===== config.mk =====
export PLATFORM = sky130hd
export DESIGN_NAME = pwe_out_skid
export DESIGN_NICKNAME = d
export VERILOG_FILES = /design/src/rtl/pwe_pkg.sv /design/src/rtl/pwe_out_skid.sv
export SDC_FILE = /design/constraint.sdc
export NUM_CORES = 1
export LEC_CHECK = 0
export ABC_AREA = 1
export BUFFER_PORTS_ARGS = -buffer_cell sky130_fd_sc_hd__buf_2
export CELL_PAD_IN_SITES_DETAIL_PLACEMENT = 0
export CELL_PAD_IN_SITES_GLOBAL_PLACEMENT = 1
export CORE_AREA = 2 2 83 77
export CTS_BUF_LIST = sky130_fd_sc_hd__clkbuf_16
export DETAILED_ROUTE_END_ITERATION = 12
export DIE_AREA = 0 0 85 79
export PLACE_DENSITY = 0.86
export SKIP_CTS_REPAIR_TIMING = 1
export SLEW_MARGIN = 20
export SYNTH_ARGS = -nofsm -noshare
export SYNTH_HDL_FRONTEND = slang
export SYNTH_SLANG_ARGS = --single-unit

===== constraint.sdc =====
create_clock -name clk_i -period 8.01 [get_ports clk_i]
set_input_delay 0.801 -clock clk_i [delete_from_list [all_inputs] [get_ports clk_i]]
set_output_delay 0.801 -clock clk_i [all_outputs]
set_load 0.005 [all_outputs]

===== src/rtl/pwe_pkg.sv =====
`timescale 1ns / 1ps
// Shared widths, register indexes and inter-stage records for the pulse evaluator.
// No dependencies; every other file of the block imports this package.
package pwe_pkg;

  localparam int TIME_BITS     = 32;
  localparam int LEVEL_BITS    = 32;
  localparam int CFG_DATA_BITS = (TIME_BITS > LEVEL_BITS) ? TIME_BITS : LEVEL_BITS;
  localparam int CFG_IDX_BITS  = 3;
  localparam int S_DATA_BITS   = ((TIME_BITS + 7) / 8) * 8;
  localparam int M_DATA_BITS   = ((LEVEL_BITS + 7) / 8) * 8;
  localparam int PROD_BITS     = LEVEL_BITS + TIME_BITS;

  typedef enum logic [CFG_IDX_BITS-1:0] {
    REG_LOW_LEVEL     = 3'd0,
    REG_HIGH_LEVEL    = 3'd1,
    REG_START_DELAY   = 3'd2,
    REG_RISE_TIME     = 3'd3,
    REG_FALL_TIME     = 3'd4,
    REG_PULSE_WIDTH   = 3'd5,
    REG_PERIOD_LENGTH = 3'd6
  } cfg_reg_e;

  typedef struct packed {
    logic [LEVEL_BITS-1:0] low_level;
    logic [LEVEL_BITS-1:0] high_level;
    logic [TIME_BITS-1:0]  start_delay;
    logic [TIME_BITS-1:0]  rise_time;
    logic [TIME_BITS-1:0]  fall_time;
    logic [TIME_BITS-1:0]  pulse_width;
    logic [TIME_BITS-1:0]  period_length;
  } pwe_cfg_t;

  // Time since the delay, folded into one period.
  typedef struct packed {
    logic                 valid;
    logic                 past;
    logic [TIME_BITS-1:0] tau;
  } pwe_tau_t;

  // Result is from +/- floor(mag * num / den).
  typedef struct packed {
    logic                  valid;
    logic [LEVEL_BITS-1:0] from;
    logic                  up;
    logic [LEVEL_BITS-1:0] mag;
    logic [TIME_BITS-1:0]  num;
    logic [TIME_BITS-1:0]  den;
  } pwe_ramp_t;

  typedef struct packed {
    logic                  valid;
    logic [LEVEL_BITS-1:0] level;
  } pwe_lvl_t;

endpackage


===== src/rtl/pwe_out_skid.sv =====
`timescale 1ns / 1ps
// Output register with a one-entry skid stage that parts the pipeline from the sink.
// Depends on pwe_pkg for the level record.
module pwe_out_skid import pwe_pkg::*; (
  input  logic                  clk_i,
  input  logic                  rst_ni,
  input  pwe_lvl_t              lvl_i,
  output logic                  en_o,
  output logic                  m_tvalid_o,
  input  logic                  m_tready_i,
  output logic [LEVEL_BITS-1:0] level_o
);

  logic                  out_v_d, out_v_q, skid_v_d, skid_v_q;
  logic [LEVEL_BITS-1:0] out_d, out_q, skid_d, skid_q;

  always_comb begin
    out_v_d  = out_v_q;
    skid_v_d = skid_v_q;
    out_d    = out_q;
    skid_d   = skid_q;
    if (skid_v_q) begin
      if (m_tready_i) begin
        out_d    = skid_q;
        skid_v_d = 1'b0;
      end
    end else if (!out_v_q || m_tready_i) begin
      out_v_d = lvl_i.valid;
      out_d   = lvl_i.level;
    end else if (lvl_i.valid) begin
      skid_v_d = 1'b1;
      skid_d   = lvl_i.level;
    end
  end

  always_ff @(posedge clk_i or negedge rst_ni) begin
    if (!rst_ni) begin
      out_v_q  <= 1'b0;
      skid_v_q <= 1'b0;
    end else begin
      out_v_q  <= out_v_d;
      skid_v_q <= skid_v_d;
    end
  end

  always_ff @(posedge clk_i) begin
    out_q  <= out_d;
    skid_q <= skid_d;
  end

  assign en_o       = ~skid_v_q;
  assign m_tvalid_o = out_v_q;
  assign level_o    = out_q;

endmodule


==> metrics.txt <==
TritonCTS Buffers=9; global-route wire length before repair=6.686 mm; Top Family by Delay on Critical Path=flip-flops; shortest period the worst path allows=2.390 ns; via count=1,508; number of antenna violations at the first check in global routing=0; Crit-path slowest cell=sky130_fd_sc_hd__dfrtp_2; routability cong.=0.6581; final setup margin=5.620 ns; WP data arrival=1.59 ns; Avg Cell Area, Syn=13.67 um^2; via-per-instance ratio=4.570; Netlist Area Pre-Place=2460 um^2; Pwr Density=274.9 nW/um^2; number of buffer cells added on primary ports=69; total count of hold-check failures in the final report=0; worst slew margin relative to its limit=33.31%; sinks on the clock net=66; largest net degree at the start of global routing=37; total nets after synthesis=216; CTS tree=built; count of inserted antenna diode cells=0; CTS clock-pin slew for the worst setup and hold paths=0.05 ns; relative area change from synthesis to final layout=25.69%; min-delay worst type=in -> async; number of cells after detailed placement=314; Max VDD drop=0.1984 mV; final HPWL from detailed placement=2.740 mm; setup TNS=0 ns; start of the worst register-to-register path=skid_v_q; CP cell instances=inv_8, buf_2; Tcrit/Tclk final=29.84%; detailed route wirelength on metal2=2.160 mm; buffers and inverters on the worst path=2; Top-Level Pins=70; cell count after synthesis=180; number of different library cells in the post-synthesis netlist=11; maximum buffer depth of the clock tree=2; GRT Resource Usage Total=13.72%; die width=85 um; Seq/Total Area, Yosys=80.16%; Initial Utilization=41.61%; layout cell share with drive strength beyond 1=32.17%; LEAKAGE=1.373 nW; setup repair after global routing missed its margin=false; global route total overflow=0; Slowest Stage Delay on Critical Path=0.85 ns; dpl ws=5.699 ns; area of the core=5912 um^2; transition time of the tightest slew-check pin=0.9966 ns; maxcap violations=0; post-route DRC violation count=0; met1 layer wirelength in the final routing=1.730 mm; initial detailed-routing violation count=85; critical path type=reg -> out; peak clock frequency supported by timing=0.4184 GHz; max-slew violation total from the final report=0; yosys warns=0; uppermost metal layer occupied by signal nets=met4; met3 wire length=339 um; worst-skew pair later-pin latency=0.32 ns; kind of start point of the critical path=flop; crit path from=skid_v_q; chip height=79 um; status=complete, no violations; Non-Filler Instances=330; Register-to-Register Setup Slack=6.03 ns; vias in the first global route=1,421; number of rows created at floorplan=27; Post-Route WL=4.293 mm; number of H-tree levels=3; Max Clock Skew=0.006198 ns; Routed WL per cell=13.01 um; Critical Path End Type=output port; Post-DRT Antenna Nets=0; first-pass iteration count of the detailed router=4; Filler cells=501; final number of setup-violating endpoints=0; peak fanout along the critical path=36; overall die area=6715 um^2; required time reported for the critical path endpoint=7.21 ns; register bit total from synthesis=66; total number of nets in the final design=289; root buffer cell=sky130_fd_sc_hd__clkbuf_16
==> final timing paths <==
| kind | to | depth (start not counted) |
|---|---|---|
| setup / recovery | en_o | 2 |
| hold / removal | m_tvalid_o | 1 |
| setup reg to reg | level_o[7] | 1 |
| hold reg to reg | level_o[28] | 2 |
| max in group asynchronous | skid_v_q | 1 |
| min in group clk_i | level_o[28] | 2 |
==> flip-flops by register name, indices dropped and copies added (netlist names) <==
| name | count |
|---|---|
| m_tvalid_o | 1 |
| level_o | 32 |
| skid_q | 32 |
| skid_v_q | 1 |
==> power breakdown <==
| group | internal [mW] | switching [mW] |
|---|---|---|
| combinational | 0.0343 | 0.0493 |
| sequential | 0.426 | 0.0165 |
| clock | 0.201 | 0.123 |
| total | 0.661 | 0.189 |
==> layout by cell type (no fill, tap or decap) <==
master / Yosys / layout
sky130_fd_sc_hd__buf_2: 0 / 69
sky130_fd_sc_hd__clkbuf_16: 0 / 9
sky130_fd_sc_hd__clkinv_1: 0 / 1
sky130_fd_sc_hd__clkinv_2: 0 / 1
sky130_fd_sc_hd__dfrtp_1: 2 / 1
sky130_fd_sc_hd__dfrtp_2: 0 / 1
sky130_fd_sc_hd__edfxtp_1: 64 / 64
sky130_fd_sc_hd__inv_1: 1 / 6
sky130_fd_sc_hd__inv_8: 1 / 1
sky130_fd_sc_hd__nand2_1: 102 / 102
sky130_fd_sc_hd__nand3_1: 1 / 1
sky130_fd_sc_hd__nor2_4: 0 / 1
sky130_fd_sc_hd__o21ai_4: 0 / 1
==> area by class of cell <==
class	instances	area, um^2	area share, %
flip-flops and latches	66	1973	63.82
multi-input cells	105	415.4	13.44
repair buffers	69	345.3	11.17
clock buffers	9	225.2	7.284
well taps	72	90.09	2.914
clock inverters	7	27.53	0.8903
inverters	2	15.01	0.4856
==> metrics by stage <==
step / instance area, um^2 / utilization, % / hold WS [ns] / total power [mW]
2_1_floorplan: 2460 / - / 0.4905 / 0.4943
3_3_place_gp: 2839 / 48.02 / 0.5019 / 0.5315
3_5_place_dp: 2839 / 48.02 / 0.5023 / 0.5354
4_1_cts: 3092 / 52.30 / 0.2523 / 0.8607
5_1_grt: 3092 / 52.30 / 0.2491 / 0.8881
6_report: 3092 / 52.30 / 0.2599 / 0.8500
==> cells in the mapped netlist (all sizes together) <==
library cell	number	area [um^2]
buf	7	76.32
nand2	102	382.9
edfxtp	64	1922
dfrtp	2	50.05
nand3	1	5.000
nor2	1	3.750
inv	2	15.01
o21ai	1	5.000
==> per-layer routing <==
layer	global-route usage [%]	vias to the layer above
met2	22.03	51
met1	15.23	700
met3	7.380	7
li1	-	750
met5	0	-
met4	5.714	0
==> logic make-up (layout without fill, tap and decap cells) <==
kind of cell           count (synthesis)  after routing  synth area share [%]
AND/OR/NAND/NOR                      104            104                 15.92
flip-flops                            66             66                 80.16
buffers and inverters                  9             87                 3.713
AO/OA/AOI/OAI                          1              1                0.2033
No activity file was read; power rests on OpenSTA's default activity.
