$ cat config.mk
export PLATFORM = sky130hd
export DESIGN_NAME = pwe_fold_pipe
export DESIGN_NICKNAME = d
export VERILOG_FILES = /design/src/rtl/pwe_pkg.sv /design/src/rtl/pwe_fold_pipe.sv
export SDC_FILE = /design/constraint.sdc
export NUM_CORES = 2
export LEC_CHECK = 0
export BUFFER_PORTS_ARGS = -buffer_cell sky130_fd_sc_hd__clkbuf_2
export CAP_MARGIN = 10
export CORE_ASPECT_RATIO = 0.75
export CORE_MARGIN = 2
export CORE_UTILIZATION = 36
export CTS_BUF_LIST = sky130_fd_sc_hd__clkbuf_16
export CTS_CLUSTER_SIZE = 40
export DETAILED_ROUTE_END_ITERATION = 7
export GPL_TIMING_DRIVEN = 0
export PLACE_DENSITY_LB_ADDON = 0.08
export SETUP_SLACK_MARGIN = 0.1
export SYNTH_ARGS = -nofsm -noshare
export SYNTH_HDL_FRONTEND = slang
export SYNTH_SLANG_ARGS = --single-unit
$ cat constraint.sdc
create_clock -name clk_i -period 8 [get_ports clk_i]
set_input_delay 0.8 -clock clk_i [delete_from_list [all_inputs] [get_ports clk_i]]
set_output_delay 0.8 -clock clk_i [all_outputs]
set_load 0.05 [all_outputs]
$ cat src/rtl/pwe_pkg.sv
`timescale 1ns / 1ps
// Shared widths, register indexes and inter-stage records for the pulse evaluator.
// No dependencies; every other file of the block imports this package.
package pwe_pkg;

  localparam int TIME_BITS     = 32;
  localparam int LEVEL_BITS    = 32;
  localparam int CFG_DATA_BITS = (TIME_BITS > LEVEL_BITS) ? TIME_BITS : LEVEL_BITS;
  localparam int CFG_IDX_BITS  = 3;
  localparam int S_DATA_BITS   = ((TIME_BITS + 7) / 8) * 8;
  localparam int M_DATA_BITS   = ((LEVEL_BITS + 7) / 8) * 8;
  localparam int PROD_BITS     = LEVEL_BITS + TIME_BITS;

  typedef enum logic [CFG_IDX_BITS-1:0] {
    REG_LOW_LEVEL     = 3'd0,
    REG_HIGH_LEVEL    = 3'd1,
    REG_START_DELAY   = 3'd2,
    REG_RISE_TIME     = 3'd3,
    REG_FALL_TIME     = 3'd4,
    REG_PULSE_WIDTH   = 3'd5,
    REG_PERIOD_LENGTH = 3'd6
  } cfg_reg_e;

  typedef struct packed {
    logic [LEVEL_BITS-1:0] low_level;
    logic [LEVEL_BITS-1:0] high_level;
    logic [TIME_BITS-1:0]  start_delay;
    logic [TIME_BITS-1:0]  rise_time;
    logic [TIME_BITS-1:0]  fall_time;
    logic [TIME_BITS-1:0]  pulse_width;
    logic [TIME_BITS-1:0]  period_length;
  } pwe_cfg_t;

  // Time since the delay, folded into one period.
  typedef struct packed {
    logic                 valid;
    logic                 past;
    logic [TIME_BITS-1:0] tau;
  } pwe_tau_t;

  // Result is from +/- floor(mag * num / den).
  typedef struct packed {
    logic                  valid;
    logic [LEVEL_BITS-1:0] from;
    logic                  up;
    logic [LEVEL_BITS-1:0] mag;
    logic [TIME_BITS-1:0]  num;
    logic [TIME_BITS-1:0]  den;
  } pwe_ramp_t;

  typedef struct packed {
    logic                  valid;
    logic [LEVEL_BITS-1:0] level;
  } pwe_lvl_t;

endpackage

$ cat src/rtl/pwe_fold_pipe.sv
`timescale 1ns / 1ps
// Entry stage and pipelined restoring remainder that folds time into one period.
// Depends on pwe_pkg; one remainder bit is resolved per stage.
module pwe_fold_pipe import pwe_pkg::*; (
  input  logic                 clk_i,
  input  logic                 rst_ni,
  input  logic                 en_i,
  input  logic                 in_valid_i,
  input  logic [TIME_BITS-1:0] time_i,
  input  pwe_cfg_t             cfg_i,
  output pwe_tau_t             tau_o
);

  logic                 v_q    [0:TIME_BITS];
  logic                 past_q [0:TIME_BITS];
  logic [TIME_BITS-1:0] x_q    [0:TIME_BITS];
  logic [TIME_BITS-1:0] rem_q  [1:TIME_BITS];
  logic [TIME_BITS-1:0] rem_d  [0:TIME_BITS-1];
  logic [TIME_BITS:0]   sh     [0:TIME_BITS-1];

  for (genvar k = 0; k < TIME_BITS; k++) begin : g_step
    if (k == 0) begin : g_first
      assign sh[k] = {{TIME_BITS{1'b0}}, x_q[k][TIME_BITS-1-k]};
    end else begin : g_next
      assign sh[k] = {rem_q[k], x_q[k][TIME_BITS-1-k]};
    end
    assign rem_d[k] = (sh[k] >= {1'b0, cfg_i.period_length})
                      ? TIME_BITS'(sh[k] - {1'b0, cfg_i.period_length})
                      : sh[k][TIME_BITS-1:0];
  end

  always_ff @(posedge clk_i or negedge rst_ni) begin
    if (!rst_ni) begin
      for (int k = 0; k <= TIME_BITS; k++) v_q[k] <= 1'b0;
    end else if (en_i) begin
      v_q[0] <= in_valid_i;
      for (int k = 0; k < TIME_BITS; k++) v_q[k+1] <= v_q[k];
    end
  end

  always_ff @(posedge clk_i) begin
    if (en_i) begin
      past_q[0] <= time_i > cfg_i.start_delay;
      x_q[0]    <= time_i - cfg_i.start_delay;
      for (int k = 0; k < TIME_BITS; k++) begin
        past_q[k+1] <= past_q[k];
        x_q[k+1]    <= x_q[k];
        rem_q[k+1]  <= rem_d[k];
      end
    end
  end

  // With no period the time since the delay is used as it is.
  assign tau_o.valid = v_q[TIME_BITS];
  assign tau_o.past  = past_q[TIME_BITS];
  assign tau_o.tau   = (cfg_i.period_length == '0) ? x_q[TIME_BITS] : rem_q[TIME_BITS];

endmodule

==> results.py <==
metrics = {
    "drt": {
        "postRouteAntennaNets": 0,
        "highest_layer": "met4",
        "wl_per_cell_um": 22.3,
        "dr.pass1.iters": 8,
        "drc": 0,
        "via_count": 89068,
        "dr_wl_met3_um": 17600,
        "wl_um": 364000,
        "dr_wl_met2_um": 146000,
        "initialDrtViolationCount": 7930,
        "wl_met1_um": 189000,
        "via_per_inst": 5.47,
    },
    "logic_synthesis": {
        "syn_area_mm2": 0.127,
        "async_flop_share_pct": 1.54,
        "ys_seq_area_share_pct": 50.7,
        "syn-instance-count": 11012,
        "avgSynthCellArea_um2": 11.5,
        "synth_ff_type": "edfxtp_1",
        "synth_seq_cells": 2146,
        "yosys_warnings": 0,
        "yosysUniqueCellTypes": 85,
        "synth_fp_nets": 12330,
        "synth-edff-count": 2113,
    },
    "clocking": {
        "root_buffer": "clkbuf_16",
        "cts_made_buffers": 235,
        "clkTransAtPathRegs_ns": 0.06,
        "cts_tree": "done",
        "h-tree-depth": 4,
        "cts_sinks": 2146,
        "cts_resized": 0,
        "cts_buffer_depth": 4,
        "clock_latency_ns": 0.93,
    },
    "timing": {
        "clock_skew_ns": 0.0946,
        "worstMarginPinSlew_ns": 1.27,
        "fin_ws_ns": 2.53,
        "max_freq_ghz": 0.183,
        "slew_headroom_pct": 14.6,
        "fin_crit_sh_pct": 68.4,
        "slew_violations": 0,
        "fin_hold_ws_ns": 0.149,
        "hold_violations": 0,
        "rsz0062_at_grt": "false",
        "min_period_ns": 5.47,
        "finalSetupTns_ns": 0,
        "finalSetupViolCount": 0,
    },
    "flow_run": {
        "maxCapViolations": 0,
    },
    "worst_setup_path": {
        "cpPeakStageDelay_ns": 1.07,
        "cp_cell_sequence": "clkbuf_2 > inv_4 > buf_16 > ha_1 > clkbuf_1 > and3_1 > nand2_1 > nor4_1 > a21oi_1 > nand2_1 > nor2_1 > o41a_1 > nor2_1 > clkbuf_1 > mux2_2",
        "cp_max_fo": 18,
        "slowest_stage": "nor4_1",
        "criticalPathCategory": "input port to register",
        "endpoint_kind": "register",
        "critPathRequiredTime_ns": 8.67,
        "critPathLaunchType": "input port",
        "worstPathArrival_ns": 6.15,
    },
    "grt": {
        "grt_pass1_wl_um": 537000,
        "grt_max_degree": 120,
        "grt_use_total_pct": 19.7,
        "antenna_found_initial": 33,
        "grt_pass1_vias": 84836,
        "grt_overflow_total": 0,
    },
    "pwr": {
        "power_leakage_uw": 0.0550,
        "ir_drop_uv": 207,
        "p_per_area_mw_per_mm2": 429,
    },
    "layout": {
        "drive_gt1_share_pct": 10.6,
        "area_growth_pct": 12.3,
        "nets": 12755,
    },
    "floorplan": {
        "core-area_mm2": 0.350,
        "initial_core_util_pct": 36.2,
        "die_x_um": 689,
        "rows": 188,
        "num_io_pins": 294,
        "dieArea_mm2": 0.357,
        "die_h_um": 518,
    },
    "placement": {
        "post-place-ws_ns": 1.71,
        "place_congestion": 0.858,
        "dp_hpwl_um": 269000,
        "numPortBuffers": 133,
    },
    "outcome": {
        "outcome": "complete, no violations",
    },
    "min_path": {
        "hold_path_class": "input port to register",
    },
}
==> Yosys cell counts, types with 24 or more instances <==
library cell,number,area share (%)
edfxtp_1,2113,50
ha_1,1026,10
a21oi_1,980,3.9
nand2_1,770,2.3
o21ai_0,770,3.0
nor2_1,611,1.8
mux2_2,573,5.1
a21o_1,515,3.1
xnor2_1,511,3.5
xor2_1,361,2.5
inv_1,328,0.97
clkbuf_1,230,0.68
nand3_1,202,0.80
nor3_1,152,0.60
nand4_1,146,0.72
o21bai_1,132,0.78
o21a_1,127,0.75
nand2b_1,123,0.61
a31oi_1,119,0.59
nor2b_1,118,0.58
and3_1,98,0.48
a211oi_1,93,0.55
o31ai_1,66,0.39
and2_1,62,0.31
o211ai_1,48,0.28
or3_1,44,0.22
a221oi_1,35,0.24
and4_1,35,0.24
nor4_1,35,0.17
or2_2,34,0.17
dfrtp_1,33,0.65
fa_1,32,0.51
mux2i_1,32,0.25
a211o_1,24,0.17
==> metal layers <==
| layer | up-vias | track usage, % |
|---|---|---|
| met5 | - | 0 |
| met4 | 0 | 5.66 |
| met1 | 43196 | 31.6 |
| li1 | 42977 | - |
| met3 | 477 | 2.12 |
| met2 | 2418 | 27.4 |
==> registers in the layout, indices dropped and copies added (netlist names) <==
register  cells
x_q        1056
v_q          32
rem_q      1024
tau_o         1
past_q       33
==> power by group <==
| group | internal (µW) | switching [µW] |
|---|---|---|
| Clock | 6180 | 4600 |
| Sequential | 17300 | 2160 |
| Combinational | 13000 | 17900 |
| Total | 36400 | 24600 |
==> cells in the final DEF, fill, tap and decap left out, types with 32 or more instances in the layout <==
cell type and n:
edfxtp_1 2113, ha_1 1026, a21oi_1 980, o21ai_0 770, nand2_1 770, nor2_1 611, mux2_2 573, a21o_1 515
xnor2_1 511, xor2_1 361, inv_1 321, clkbuf_16 239, clkbuf_1 230, nand3_1 202, nor3_1 152, nand4_1 146
o21bai_1 132, clkbuf_2 131, o21a_1 127, nand2b_1 123, a31oi_1 119, nor2b_1 118, and3_1 98, a211oi_1 93
o31ai_1 66, clkinv_1 63, and2_1 62, o211ai_1 48, buf_16 48, clkinv_2 46, or3_1 44, nor4_1 35
a221oi_1 35, and4_1 35, or2_2 34, dfrtp_1 33, mux2i_1 32, fa_1 32
==> path summary, 6_finish.rpt <==
kind,start,endpoint,slack [ns],depth (start not counted)
max in group asynchronous,rst_ni,v_q[15]$_DFFE_PN0P_,6.93,2
worst min register to register,x_q[0][902]$_DFFE_PP_,x_q[0][934]$_DFFE_PP_,0.36,0
min in group asynchronous,rst_ni,v_q[24]$_DFFE_PN0P_,0.56,2
worst min-delay path,in_valid_i,v_q[32]$_DFFE_PN0P_,0.15,2
worst max-delay path,cfg_i[18],rem_q[0][1004]$_DFFE_PP_,2.53,15
worst max register to register,rem_q[0][977]$_DFFE_PP_,rem_q[0][1004]$_DFFE_PP_,2.95,12
==> cell type report <==
class                      count  area [µm²]
fill                       32980      208000
buffer                       273        1080
tap                         4655        5820
sequential                  2146       64300
inverter                     328        1310
timing repair buffer         188        2120
multi-input combinational   8265       60200
antenna                       16        40.0
clock inverter               184        1590
clock buffer                 239        5980
==> timing repair <==
action,CTS,global route
hold buffers,1,0
hold endpoints to repair,33,0
buffers inserted,0,0
==> kinds of logic after synthesis <==
| logic type | Yosys count | synth area share [%] |
|---|---|---|
| AO/OA/AOI/OAI | 3213 | 15.9 |
| adder cells (fa/ha/maj) | 1058 | 10.6 |
| buffers and inverters | 601 | 1.82 |
| flip-flops | 2146 | 50.7 |
| multiplexers | 623 | 5.50 |
| AND/OR/NAND/NOR | 2499 | 9.43 |
| XOR/XNOR | 872 | 6.03 |
==> through the flow <==
stage | cell area [µm²] | utilization, % | instances | total power (µW)
after global placement | 133000 | 38.1 | 15800 | 50600
after detailed placement | 135000 | 38.5 | 15852 | 49900
after floorplan | 127000 | - | 11012 | 41000
after global routing | 142000 | 40.7 | 16280 | 65300
final | 142000 | 40.7 | 16294 | 61100
after CTS | 142000 | 40.7 | 16276 | 61200
==> worst max-delay path: cells and delay by family <==
family | cells | cell delay [ns]
adder cells (fa/ha/maj) | 1 | 0.19
buffers and inverters | 5 | 1.71
AND/OR/NAND/NOR | 6 | 2.53
multiplexers | 1 | 0.43
AO/OA/AOI/OAI | 2 | 0.35
No activity file was read; power rests on OpenSTA's default activity.
