--- src/rtl/pwe_pkg.sv ---
`timescale 1ns / 1ps
// Shared widths, register indexes and inter-stage records for the pulse evaluator.
// No dependencies; every other file of the block imports this package.
package pwe_pkg;

  localparam int TIME_BITS     = 32;
  localparam int LEVEL_BITS    = 32;
  localparam int CFG_DATA_BITS = (TIME_BITS > LEVEL_BITS) ? TIME_BITS : LEVEL_BITS;
  localparam int CFG_IDX_BITS  = 3;
  localparam int S_DATA_BITS   = ((TIME_BITS + 7) / 8) * 8;
  localparam int M_DATA_BITS   = ((LEVEL_BITS + 7) / 8) * 8;
  localparam int PROD_BITS     = LEVEL_BITS + TIME_BITS;

  typedef enum logic [CFG_IDX_BITS-1:0] {
    REG_LOW_LEVEL     = 3'd0,
    REG_HIGH_LEVEL    = 3'd1,
    REG_START_DELAY   = 3'd2,
    REG_RISE_TIME     = 3'd3,
    REG_FALL_TIME     = 3'd4,
    REG_PULSE_WIDTH   = 3'd5,
    REG_PERIOD_LENGTH = 3'd6
  } cfg_reg_e;

  typedef struct packed {
    logic [LEVEL_BITS-1:0] low_level;
    logic [LEVEL_BITS-1:0] high_level;
    logic [TIME_BITS-1:0]  start_delay;
    logic [TIME_BITS-1:0]  rise_time;
    logic [TIME_BITS-1:0]  fall_time;
    logic [TIME_BITS-1:0]  pulse_width;
    logic [TIME_BITS-1:0]  period_length;
  } pwe_cfg_t;

  // Time since the delay, folded into one period.
  typedef struct packed {
    logic                 valid;
    logic                 past;
    logic [TIME_BITS-1:0] tau;
  } pwe_tau_t;

  // Result is from +/- floor(mag * num / den).
  typedef struct packed {
    logic                  valid;
    logic [LEVEL_BITS-1:0] from;
    logic                  up;
    logic [LEVEL_BITS-1:0] mag;
    logic [TIME_BITS-1:0]  num;
    logic [TIME_BITS-1:0]  den;
  } pwe_ramp_t;

  typedef struct packed {
    logic                  valid;
    logic [LEVEL_BITS-1:0] level;
  } pwe_lvl_t;

endpackage

--- src/rtl/pwe_cfg_regs.sv ---
`timescale 1ns / 1ps
// Configuration register bank of the pulse evaluator.
// Depends on pwe_pkg for the register indexes and the register record.
module pwe_cfg_regs import pwe_pkg::*; (
  input  logic                     clk_i,
  input  logic                     rst_ni,
  input  logic                     cfg_we_i,
  input  logic [CFG_IDX_BITS-1:0]  cfg_idx_i,
  input  logic [CFG_DATA_BITS-1:0] cfg_data_i,
  output pwe_cfg_t                 cfg_o
);

  pwe_cfg_t cfg_d, cfg_q;

  always_comb begin
    cfg_d = cfg_q;
    if (cfg_we_i) begin
      unique case (cfg_reg_e'(cfg_idx_i))
        REG_LOW_LEVEL:     cfg_d.low_level     = cfg_data_i[LEVEL_BITS-1:0];
        REG_HIGH_LEVEL:    cfg_d.high_level    = cfg_data_i[LEVEL_BITS-1:0];
        REG_START_DELAY:   cfg_d.start_delay   = cfg_data_i[TIME_BITS-1:0];
        REG_RISE_TIME:     cfg_d.rise_time     = cfg_data_i[TIME_BITS-1:0];
        REG_FALL_TIME:     cfg_d.fall_time     = cfg_data_i[TIME_BITS-1:0];
        REG_PULSE_WIDTH:   cfg_d.pulse_width   = cfg_data_i[TIME_BITS-1:0];
        REG_PERIOD_LENGTH: cfg_d.period_length = cfg_data_i[TIME_BITS-1:0];
        default:           cfg_d = cfg_q;
      endcase
    end
  end

  always_ff @(posedge clk_i or negedge rst_ni) begin
    if (!rst_ni) begin
      cfg_q <= '0;
    end else begin
      cfg_q <= cfg_d;
    end
  end

  assign cfg_o = cfg_q;

endmodule

--- config.mk ---
export PLATFORM = sky130hd
export DESIGN_NAME = pwe_cfg_regs
export DESIGN_NICKNAME = d
export VERILOG_FILES = /design/src/rtl/pwe_pkg.sv /design/src/rtl/pwe_cfg_regs.sv
export SDC_FILE = /design/constraint.sdc
export NUM_CORES = 1
export LEC_CHECK = 0
export ABC_CLOCK_PERIOD_IN_PS = 900
export BUFFER_PORTS_ARGS = -buffer_cell sky130_fd_sc_hd__buf_2
export CAP_MARGIN = 20
export CORE_ASPECT_RATIO = 1.25
export CORE_MARGIN = 3
export CORE_UTILIZATION = 38
export DETAILED_ROUTE_END_ITERATION = 10
export GPL_ROUTABILITY_DRIVEN = 0
export GPL_TIMING_DRIVEN = 0
export PLACE_DENSITY = 0.72
export SYNTH_ARGS = -nofsm -noshare
export SYNTH_HDL_FRONTEND = slang
export SYNTH_SLANG_ARGS = --single-unit
--- constraint.sdc ---
create_clock -name clk_i -period 0.9 [get_ports clk_i]
set_clock_uncertainty 0.1 [all_clocks]
set_input_delay 0 -clock clk_i [delete_from_list [all_inputs] [get_ports clk_i]]
set_output_delay 0 -clock clk_i [all_outputs]
set_load 0.1 [all_outputs]
==> results.py, run 1 <==
metrics = {
    "floorplanning": {
        "chipHeight_um": 172,
        "ios": 262,
        "core-area_um2": 21600,
        "fp-row-count": 60,
        "dieArea_um2": 23900,
        "die_x_um": 139,
        "start_util": 0.387,
    },
    "pwr": {
        "p_int_uw": 32600,
        "clkPwrFrac": 0.173,
        "combPwrFrac": 0.556,
        "seqPwrFrac": 0.271,
        "switching_share": 0.454,
        "power_leakage_uw": 0.00775,
        "power-per-cell-area_nw_per_um2": 3490,
        "p_sw_uw": 27100,
        "irDropWorstVdd_uv": 2340,
    },
    "clocking": {
        "htreeDepth": 1,
        "ctsHoldBuffers": 32,
        "clk-insertion-delay-late_ns": 0.50,
        "path_clk_slew_ns": 0.07,
        "cts_tree": "done",
        "clock-sinks": 224,
        "root_buffer": "clkbuf_16",
        "clockBufferDepth": 3,
        "cts_buffers": 23,
    },
    "sta": {
        "setup-violations-final": 447,
        "max_clock_freq_ghz": 0.776,
        "slew_violations": 0,
        "final-hold-violation-count": 231,
        "rsz0062_at_grt": "yes",
        "finalCritPeriodShare": 1.43,
        "setup_ws_ns": -0.389,
        "final.hold.worst_slack_ns": -0.753,
        "worstMarginPinSlew_ns": 0.500,
        "slew_headroom": 0.666,
        "fin_crit_ns": 1.29,
    },
    "logic_synthesis": {
        "async_flop_share": 1.00,
        "syn_nets": 521,
        "ys_warn_count": 0,
        "synth_cell_types": 8,
        "syn_avg_cell_area_um2": 17.3,
        "yosysMostFrequentCell": "dfrtp_1",
        "yosysTopAreaCellShare": 0.669,
        "synthMuxAreaShare": 0.301,
        "synth_seq_cells": 224,
        "syn_inst": 483,
        "synth_edf_count": 0,
        "netlist_area_um2": 8380,
        "synth_ff_type": "dfrtp_1",
        "synth_top_family_by_area": "multiplexers",
        "ys_top_cells_by_area": "dfrtp_1 67%, mux2_2 25%, mux2_1 5.2%",
        "synthTopCellsByCount": "224 x dfrtp_1, 185 x mux2_2, 39 x mux2_1",
        "yosys.area.top_type": "dfrtp_1",
        "synthAdderAreaFrac": 0,
        "ys_seq_area_frac": 0.669,
        "synthSimpleGateAreaFrac": 0.00956,
        "synth_compound_area_frac": 0,
        "yosys.area_share.xor_xnor": 0,
    },
    "setup_path": {
        "slowest_stage": "dfrtp_4",
        "worst_path_largest_cell_delay_ns": 0.50,
        "cp-start-kind": "flip-flop",
        "reg2reg_setup_slack_ns": -0.32,
        "worstSetupPathType": "reg2out",
        "cp.required_ns": 0.80,
        "worst-path-stages": 1,
        "r2r_cells": 3,
        "r2r_end": "cfg_o[63]",
        "cp_top_family": "flip-flops",
        "r2r_start": "cfg_o[63]",
        "worstSetupEndpointType": "primary output",
        "path_cells": "buf_12",
        "critPathBufInv": 1,
        "cp_max_fo": 2,
        "crit_arrival_ns": 1.19,
    },
    "placed_design": {
        "dp_hpwl_mm": 15.4,
        "dp.cells": 1021,
        "dp_slack_ns": -0.626,
        "port-buffer-count": 257,
    },
    "final_layout": {
        "nets": 935,
        "layout-drive-gt1-share": 0.955,
        "largest_reg_flops": 224,
        "final_util": 0.792,
        "fin_cells": 1192,
        "diodes": 0,
        "area_growth_pct": 104,
    },
    "routing": {
        "routed_wl_mm": 31.6,
        "vias": 6032,
        "avgViaCountPerCell": 5.06,
        "first_pass_iters": 4,
        "drtIter0Drc": 245,
        "wire_per_inst_um": 26.5,
        "drcViolationCount": 0,
        "ant_nets": 0,
    },
    "global_routing": {
        "overflow": 0,
        "grt_pass1_wl_mm": 43.8,
        "grt_util_all_layers": 0.238,
        "grt_max_degree": 100,
        "antenna_found_initial": 0,
        "grt_pass1_vias": 6669,
    },
    "run": {
        "cap_violations": 0,
    },
    "hold_path": {
        "hold_path_class": "in2async",
    },
    "run_status": {
        "status": "finished, violations left",
        "violations": "negative hold slack, negative setup slack",
    },
}
[power groups by stage]
stage	clock network (µW)	logic, µW	registers, µW
floorplan	0	3160	31000
global placement	0	23200	14400
detailed placement	0	23400	14500
CTS	10300	30900	15600
global route	10900	33800	16400
finish	10300	33200	16200
[cell families after synthesis]
kind of cell | Yosys count
muxes | 224
DFF | 224
buffers and inverters | 28
and+or+nand+nor | 7
[timing repair]
| item | in CTS | in global routing |
|---|---|---|
| setup endpoints to repair | 349 | 444 |
| pin swaps | 1 | 0 |
| endpoints found under the hold margin | 448 | 231 |
| buffers inserted | 48 | 71 |
| resized for setup | 879 | 164 |
[layout make-up]
cell class | count | area [µm²]
Clock inverter | 7 | 114
Fill cell | 1013 | 4500
Buffer | 28 | 330
Tap cell | 279 | 349
Multi-Input combinational cell | 231 | 3410
Sequential cell | 224 | 6120
Clock buffer | 34 | 697
Timing Repair Buffer | 389 | 6100
[worst max-delay path by stage]
stage                 startpoint         end  slack (ns)
finish                 cfg_o[36]   cfg_o[36]       -0.39
global route           cfg_o[43]   cfg_o[43]       -0.41
CTS                    cfg_o[41]   cfg_o[41]       -0.40
detailed placement  cfg_idx_i[2]  cfg_o[192]       -0.63
global placement          rst_ni  cfg_o[119]       -4.97
floorplan           cfg_idx_i[2]  cfg_o[192]       -0.39
[metal layers]
metal  GRT usage  wire length (µm)  up-vias
li1            -                 -     2527
met1       0.292             12000     3177
met2       0.419             16700      255
met3      0.0526              1640       73
met4      0.0800              1220        0
met5           0                 0        -
[placed cells by master, fill, tap and decap left out, drive strengths merged]
cell and instances:
mux2 224, nor4b 1, nor4bb 3, clkbuf 34, dfrtp 224, bufinv 3
nand4b 3, buf 385, clkinv 4, dlygate4sd3 32
[stage by stage]
step / power, µW / TNS [ns] / cell area (µm²)
floorplan: 34200 / -67.65 / 9700
global placement: 37600 / -1170.00 / 11300
detailed placement: 37800 / -112.85 / 11400
CTS: 56900 / -89.11 / 16100
global route: 61000 / -102.49 / 17100
finish: 59700 / -95.01 / 17100
Power figures use the tool's default switching activity.
==> run 2: changes to the inputs <==
--- a/config.mk
+++ b/config.mk
@@ -8,13 +8,13 @@
 export ABC_CLOCK_PERIOD_IN_PS = 900
 export BUFFER_PORTS_ARGS = -buffer_cell sky130_fd_sc_hd__buf_2
 export CAP_MARGIN = 20
-export CORE_ASPECT_RATIO = 1.25
 export CORE_MARGIN = 3
 export CORE_UTILIZATION = 38
 export DETAILED_ROUTE_END_ITERATION = 10
 export GPL_ROUTABILITY_DRIVEN = 0
 export GPL_TIMING_DRIVEN = 0
 export PLACE_DENSITY = 0.72
+export SLEW_MARGIN = 20
 export SYNTH_ARGS = -nofsm -noshare
 export SYNTH_HDL_FRONTEND = slang
 export SYNTH_SLANG_ARGS = --single-unit
==> run 2 against run 1 <==
  * The flow still finishes with violations (negative hold slack, negative setup slack)
  * Sequential share of layout area increased by 0.33 points
  * Non-clock buffer count decreased by 26
  * Hold slack improved by 0.073 ns
  * Clock power increased by 12%
  * Cell count decreased by 2.1%
  * Register-to-register slack improved by 0.11 ns
  * Via count decreased by 1.3%
  * Total power increased by 1.1%
  * Combinational power decreased by 2%
  * Highest routed layer unchanged
==> results.py, run 2 (synthesized netlist as in run 1, its figures left out) <==
metrics = {
    "pwr": {
        "combPwrFrac": 0.541,
        "p_sw_uw": 27300,
        "clkPwrFrac": 0.191,
        "irDropWorstVdd_uv": 2410,
        "p_int_uw": 33100,
        "switching_share": 0.451,
        "power-per-cell-area_nw_per_um2": 3560,
        "power_leakage_uw": 0.00765,
        "seqPwrFrac": 0.268,
    },
    "floorplanning": {
        "start_util": 0.392,
        "ios": 262,
        "dieArea_um2": 23900,
        "core-area_um2": 21400,
        "die_x_um": 154,
        "fp-row-count": 53,
        "chipHeight_um": 154,
    },
    "final_layout": {
        "fill_cells": 972,
        "multi_input_area_um2": 3420,
        "largest_reg_flops": 224,
        "area_growth_pct": 102,
        "diodes": 0,
        "layout-drive-gt1-share": 0.956,
        "fin_cells": 1167,
        "regArea_um2": 6120,
        "nets": 911,
        "mostFrequentLayoutCell": "buf_12",
        "layout_common_cells": "224 x buf_12, 216 x mux2_4, 130 x dfrtp_2",
    },
    "sta": {
        "max_clock_freq_ghz": 0.766,
        "finalCritPeriodShare": 1.45,
        "slew_headroom": 0.599,
        "fin_crit_ns": 1.31,
        "final.hold.worst_slack_ns": -0.680,
        "final-hold-violation-count": 231,
        "worstMarginPinSlew_ns": 0.602,
        "fin_setup_tns_ns": -96.07,
        "rsz0062_at_grt": "yes",
        "slew_violations": 0,
        "setup_ws_ns": -0.406,
        "setup-violations-final": 446,
    },
    "global_routing": {
        "grt_util_all_layers": 0.239,
        "overflow": 0,
        "grt_pass1_vias": 6593,
        "grt_max_degree": 107,
        "antenna_found_initial": 0,
        "grt_pass1_wl_mm": 44.3,
    },
    "setup_path": {
        "critPathBufInv": 1,
        "r2r_cells": 2,
        "cp.required_ns": 0.80,
        "worst_path_largest_cell_delay_ns": 0.51,
        "crit_arrival_ns": 1.21,
        "worstSetupEndpointType": "primary output",
        "worstSetupPathType": "reg2out",
        "cp-start-kind": "flip-flop",
        "cp_max_fo": 2,
        "reg2reg_setup_slack_ns": -0.21,
        "path_cells": "buf_12",
        "r2r_start": "cfg_o[19]",
        "slowest_stage": "dfrtp_4",
        "r2r_end": "cfg_o[19]",
        "cp_top_family": "flip-flops",
    },
    "routing": {
        "drtIter0Drc": 192,
        "first_pass_iters": 5,
        "vias": 5952,
        "ant_nets": 0,
        "avgViaCountPerCell": 5.10,
        "routed_wl_mm": 31.4,
        "wire_per_inst_um": 26.9,
        "drcViolationCount": 0,
    },
    "placed_design": {
        "dp.cells": 1017,
        "dp_hpwl_mm": 15.5,
        "port-buffer-count": 257,
    },
    "run_status": {
        "violations": "negative hold slack, negative setup slack",
        "status": "finished, violations left",
    },
    "run": {
        "cap_violations": 0,
    },
    "clocking": {
        "htreeDepth": 1,
        "ctsHoldBuffers": 32,
        "clock-sinks": 224,
        "clk-insertion-delay-late_ns": 0.51,
        "cts_buffers": 25,
        "clockBufferDepth": 3,
        "cts_tree": "done",
        "path_clk_slew_ns": 0.06,
        "root_buffer": "clkbuf_16",
    },
    "hold_path": {
        "hold_path_class": "in2async",
    },
}
==> run 2: power groups by stage <==
stage / combinational, µW / clock [µW] / sequential (µW)
global placement: 23100 / 0 / 14400
floorplan: 3160 / 0 / 31000
CTS: 30700 / 11500 / 15700
finish: 32600 / 11500 / 16200
detailed placement: 23400 / 0 / 14500
global route: 33200 / 12100 / 16400
==> run 2: cell type report <==
type,instances,share of cell area
clock inverter,12,0.0117
tap,275,0.0203
timing repair buffer,363,0.343
clock buffer,34,0.0430
sequential,224,0.361
buffer,28,0.0195
multi-input combinational,231,0.202
==> run 2: metrics by stage <==
step / util / hold WS [ns] / power (µW) / area (µm²) / worst slack, ns
6_report: 0.795 / -0.680 / 60400 / 17000 / -0.406
2_1_floorplan: - / -0.396 / 34200 / 9700 / -0.385
3_3_place_gp: 0.531 / 0.210 / 37600 / 11300 / -4.44
4_1_cts: 0.755 / -0.681 / 57900 / 16100 / -0.419
5_1_grt: 0.795 / -0.657 / 61800 / 17000 / -0.431
3_5_place_dp: 0.534 / -0.130 / 37900 / 11400 / -0.662
==> run 2: metal layers <==
metal	GRT usage	wire length [µm]
met4	0.0610	811
met2	0.421	16700
met5	0	0
met1	0.300	12100
met3	0.0537	1740
==> run 2: how the worst max path moves through the flow <==
stage,to,startpoint,slack [ns],cells after the start
6_report,cfg_o[35],cfg_o[35],-0.41,1
5_1_grt,cfg_o[19],cfg_o[19],-0.43,1
4_1_cts,cfg_o[210],cfg_o[210],-0.42,1
3_5_place_dp,cfg_o[192],cfg_idx_i[2],-0.66,4
3_3_place_gp,cfg_o[109],rst_ni,-4.44,1
2_1_floorplan,cfg_o[192],cfg_idx_i[2],-0.39,4
==> run 2: timing repair <==
item / CTS / global route
gates cloned: 0 / 0
pin swaps: 1 / 0
setup buffers: 30 / 52
endpoints found under the hold margin: 448 / 231
gates resized for setup: 878 / 137
setup endpoints to repair: 351 / 445
